File: config.mk
export PLATFORM = sky130hd
export DESIGN_NAME = dmr_frac_div
export DESIGN_NICKNAME = d
export VERILOG_FILES = /design/src/rtl/core/dmr_pkg.sv /design/src/rtl/core/dmr_frac_div.sv
export SDC_FILE = /design/constraint.sdc
export NUM_CORES = 2
export LEC_CHECK = 0
export ABC_AREA = 0
export BUFFER_PORTS_ARGS = -buffer_cell sky130_fd_sc_hd__buf_4
export CAP_MARGIN = 10
export CORE_MARGIN = 4
export CORE_UTILIZATION = 25
export DETAILED_ROUTE_END_ITERATION = 10
export RECOVER_POWER = 50
export REMOVE_ABC_BUFFERS = 1
export SLEW_MARGIN = 0
export SYNTH_ARGS = -nofsm -noshare
export SYNTH_HDL_FRONTEND = slang
export SYNTH_SLANG_ARGS = --single-unit
File: constraint.sdc
create_clock -name clk -period 7.62 [get_ports clk]
set_input_delay 0.381 -clock clk [delete_from_list [all_inputs] [get_ports clk]]
set_output_delay 0.381 -clock clk [all_outputs]
set_load 0.02 [all_outputs]
File: src/rtl/core/dmr_pkg.sv
package dmr_pkg;

    localparam int K_W        = 20;
    localparam int K_SHIFT    = 4;
    localparam int CONC_W     = 32;
    localparam int Q16_W      = 16;
    localparam int RATE_W     = 32;
    localparam int OUT_W      = 32;
    localparam int CFG_DATA_W = 60;
    localparam int CFG_IDX_W  = 3;
    // k (Q8.24) plus a concentration
    localparam int DEN_W      = CONC_W + 1;
    // one quotient bit per stage, the top bit only marks saturation
    localparam int DIV_STAGES = Q16_W + 1;
    localparam int POST_DIV   = 10;
    localparam int LATENCY    = DIV_STAGES + POST_DIV;

    typedef enum logic [CFG_IDX_W-1:0] {
        CFG_SUBSTRATE_K = 3'd0,
        CFG_OXYGEN_K    = 3'd1,
        CFG_NOX_K       = 3'd2,
        CFG_MAX_GROWTH  = 3'd3,
        CFG_YIELD       = 3'd4,
        CFG_ANOXIC      = 3'd5,
        CFG_DECAY       = 3'd6,
        CFG_N_FRACTION  = 3'd7
    } cfg_idx_t;

    typedef enum logic [1:0] {
        CO_IDLE,
        CO_PREP,
        CO_LOAD,
        CO_RUN
    } coef_state_t;

    typedef enum logic [2:0] {
        SEL_S1,
        SEL_S23,
        SEL_O,
        SEL_A,
        SEL_B
    } coef_sel_t;

    typedef struct packed {
        logic [CONC_W-1:0] substrate_conc;
        logic [CONC_W-1:0] oxygen_conc;
        logic [CONC_W-1:0] nitrate_conc;
        logic [CONC_W-1:0] nitrite_conc;
        logic [CONC_W-1:0] nitric_oxide_conc;
        logic [CONC_W-1:0] biomass_density;
        logic              in_domain;
    } in_word_t;

    typedef struct packed {
        logic signed [OUT_W-1:0] substrate_uptake;
        logic signed [OUT_W-1:0] oxygen_uptake;
        logic signed [OUT_W-1:0] nitrate_uptake;
        logic signed [OUT_W-1:0] nitrite_uptake;
        logic signed [OUT_W-1:0] nitric_oxide_uptake;
        logic signed [OUT_W-1:0] nitrogen_uptake;
        logic signed [OUT_W-1:0] net_growth_rate;
    } out_word_t;

endpackage

File: src/rtl/core/dmr_frac_div.sv
module dmr_frac_div (
    input  logic                              clk,
    input  logic [dmr_pkg::CONC_W-1:0]        num,
    input  logic [dmr_pkg::DEN_W-1:0]         den,
    output logic [dmr_pkg::Q16_W-1:0]         quo
);

    localparam int NS = dmr_pkg::DIV_STAGES;
    localparam int DW = dmr_pkg::DEN_W;

    logic [DW-1:0] rem_reg [NS];
    logic [DW-1:0] den_reg [NS];
    logic [NS-1:0] quo_reg [NS];

    logic [DW-1:0] den_eff;
    logic [DW-1:0] num_ext;
    logic          first_q;

    // a zero divisor only comes with a zero dividend; an all-ones divisor then gives 0
    always_comb
    begin
        den_eff = (den == '0) ? '1 : den;
        num_ext = DW'(num);
        first_q = (num_ext >= den_eff);
    end

    always_ff @(posedge clk)
    begin
        den_reg[0] <= den_eff;
        rem_reg[0] <= first_q ? DW'(num_ext - den_eff) : num_ext;
        quo_reg[0] <= NS'(first_q);
    end

    for (genvar k = 1; k < NS; k++)
    begin : g_step
        logic [DW:0] shl;
        logic        qb;

        always_comb
        begin
            shl = {rem_reg[k-1], 1'b0};
            qb  = (shl >= {1'b0, den_reg[k-1]});
        end

        always_ff @(posedge clk)
        begin
            den_reg[k] <= den_reg[k-1];
            rem_reg[k] <= qb ? DW'(shl - {1'b0, den_reg[k-1]}) : shl[DW-1:0];
            quo_reg[k] <= {quo_reg[k-1][NS-2:0], qb};
        end
    end

    // quotient of 1.0 saturates
    assign quo = quo_reg[NS-1][NS-1] ? '1 : quo_reg[NS-1][NS-2:0];

endmodule

==> impl_metrics.csv <==
group,metric,value,unit
final_layout,drive_above_1_share,9.31,%
power,p_total,31.2,mW
run,max-cap-violations,0,
routing,vias_per_cell,4.52,
floorplanning,die_h,495,um
power,power.density,457,nW/um^2
worst_setup_path,worst-path-buf-inv,3,
floorplanning,die_area,245000,sq um
logic_synthesis,synthArstFlopShare,0,%
placement,placed_area,63500,sq um
routing,vias,44495,
logic_synthesis,synth_mux_area_share,5.02,%
power,combPwrFrac,50.2,%
routing,drt-initial-drc-count,3075,
global_route,grt_start_max_net_pins,67,
final_layout,mostFrequentLayoutCells,"dfxtp_1 (1209), inv_1 (692), ha_1 (559)",
worst_setup_path,cp-end-kind,"flip-flop",
clock_tree,cts_tree,"built",
power,power.share.clock,19.5,%
logic_synthesis,yosys.area_share.simple,11.5,%
placement,place_hpwl,106,mm
final_layout,final_nets,7249,
final_layout,mostFrequentLayoutCell,"dfxtp_1",
floorplanning,fp.dieW,495,um
logic_synthesis,ys_seq_elements,1209,
clock_tree,cts.reportedPaths.clkPinSlew,60,ps
final_layout,antennaDiodeCount,0,
logic_synthesis,netlist_area,59400,sq um
sta,hold_viol,0,
clock_tree,cts_sinks,1209,
sta,finalCritPeriodShare,73.4,%
sta,maxSlewViolCount,0,
routing,ant_nets,0,
logic_synthesis,yosys_warnings,0,
clock_tree,h-tree-depth,3,
global_route,grt_pass1_vias,44945,
clock_tree,numCtsBuffers,116,
global_route,grt_overflow,0,
floorplanning,core.rowCount,178,
sta,finalSetupViolCount,0,
sta,tightest_slew,1170,ps
routing,wire_per_inst,13.8,um
logic_synthesis,seq_area_frac_synth,40.8,%
power,power.internal,19.1,mW
worst_setup_path,cp-start-kind,"primary input",
worst_setup_path,cp_slowest_cell,"a31oi_4",
hold_path,hp-class,"reg2reg",
routing,drt_wl_total,136,mm
final_layout,n_fill_cell,24386,
clock_tree,clk_latency,720,ps
logic_synthesis,synth-edff-count,0,
power,ir_drop,0.277,mV
logic_synthesis,synth_area_per_cell,9.15,sq um
clock_tree,cts_root_buf,"clkbuf_16",
final_layout,fin_area,68200,sq um
logic_synthesis,synth_fa_ha_area_share,12.3,%
power,switching_share,38.7,%
power,power_frac_seq,30.4,%
sta,final.setup.tns,0,ps
floorplanning,io_pins,82,
global_route,antenna_found_initial,1,
clock_tree,cts_resized,0,
placement,globalplace.congestion,0.928,
sta,fin_crit,5590,ps
logic_synthesis,synth_cell_types,82,
clock_tree,cts_buffer_depth,3,
global_route,grt_use_total,10.8,%
sta,slew_headroom,21.9,%
worst_setup_path,path_class,"in2reg",
worst_setup_path,cp_max_fo,36,
placement,port_buffers,81,
sta,fmax,179,MHz
logic_synthesis,synth_xor_xnor_area_share,6.74,%
routing,remaining_drc_errors,0,
logic_synthesis,synth_top_family_by_area,"compound AO/OA/AOI/OAI gates",
logic_synthesis,syn_inst,6487,
global_route,grt_pass1_wl,223,mm
logic_synthesis,synth-compound-area-share,18.2,%
status,outcome,"complete, no violations",
routing,dr.pass1.iters,6,
worst_setup_path,max_stage_delay,930,ps
worst_setup_path,worst_ep_arrival_time,6170,ps
power,switchingPower,12.1,mW
sta,rsz0062_at_grt,"false",
final_layout,area_growth,14.9,%
worst_setup_path,cp.required,8200,ps
floorplanning,start_util,25.2,%
logic_synthesis,synth_ff_type,"dfxtp_1",
power,p_leak,31.0,nW
clock_tree,cts_setup_buffers,0,
worst_setup_path,path_cells,"dlygate4sd3_1 -> buf_4 -> nor4_1 -> nand4_1 -> nor3_2 -> buf_4 -> nor2_1 -> ha_1 -> o21ai_0 -> a21oi_1 -> o211ai_1 -> a211o_1 -> a311oi_1 -> o211ai_1 -> a31oi_4 -> mux2_2",
worst_setup_path,critPathTopFamily,"compound AO/OA/AOI/OAI gates",
floorplanning,fp.coreArea,236000,sq um
sta,fin_skew,43.6,ps
[metal layers]
layer | track usage [%] | routed length (um) | up-vias
met3 | 1.42 | 4590 | 382
met5 | 0 | 0 | -
met4 | 5.09 | 6430 | 0
li1 | - | - | 22733
met1 | 12.9 | 60500 | 20343
met2 | 19.1 | 64300 | 1037
[cell usage after synthesis, types with 24 or more instances]
library cell	instances	share of area [%]
nor2_1	318	2.0
nor4_1	33	0.35
or2_2	56	0.59
nor2b_1	71	0.75
nor3_1	90	0.76
o21a_1	87	1.1
a31oi_1	57	0.60
a21o_1	306	3.9
ha_1	559	12
nand2_1	453	2.9
clkbuf_1	121	0.77
mux2_2	246	4.7
xnor2_1	283	4.2
o31ai_1	27	0.34
or3_1	26	0.27
xor2_1	174	2.6
inv_1	692	4.4
buf_2	28	0.24
a21oi_1	480	4.0
o21bai_1	69	0.87
and2_1	24	0.25
nand3_1	83	0.70
dfxtp_1	1209	41
nand2b_1	70	0.74
nand4_1	95	1.0
a211oi_1	49	0.62
o21ai_0	423	3.6
and3_1	33	0.35
[final timing paths]
kind / cells after the start / slack [ps] / startpoint / end
worst min-delay path: 0 / 300 / quo_reg[0][234] / quo_reg[0][252]
worst max register to register: 12 / 3410 / rem_reg[0][231] / rem_reg[0][274]
worst max-delay path: 16 / 2030 / den[0] / rem_reg[0][2]
worst min register to register: 0 / 300 / quo_reg[0][234] / quo_reg[0][252]
[per-stage QoR]
step	cells	hold WS (ps)	setup slack, ps	utilization [%]
after detailed placement	9575	312	1850	26.9
after global placement	9574	312	1910	26.9
after global routing	9852	292	1670	28.9
final	9852	295	2030	28.9
after floorplan	6330	310	983	-
after CTS	9852	279	2050	28.9
[final cells by class]
class	instances	area [sq um]	share of cell area [%]
clock inverter	48	714	1.05
multi-input combinational	4426	32000	47.0
tap	3150	3940	5.78
timing repair buffer	160	1360	2.00
sequential	1209	24200	35.5
clock buffer	164	3360	4.93
inverter	695	2610	3.82
[cells by family after synthesis]
| group | Yosys count |
|---|---|
| AOI/OAI and AO/OA | 1716 |
| xor gates and xnor gates | 457 |
| adders and majority gates | 575 |
| buffers and inverters | 852 |
| DFF | 1209 |
| muxes | 267 |
| and+or+nand+nor | 1411 |
[power groups by stage]
stage               Clock [mW]  Sequential, mW  Combinational (mW)
finish                    6.07            9.47                15.7
global route              6.51            9.69                17.5
CTS                       6.26            9.47                15.6
detailed placement           0            9.59                15.4
global placement             0            9.59                15.1
floorplan                    0            9.18                12.4
[repair_timing]
| item | in CTS | in global routing |
|---|---|---|
| hold endpoints to repair | 65 | 0 |
| setup endpoints to repair | 0 | 0 |
| hold buffers | 65 | 0 |
Power figures use the tool's default switching activity.
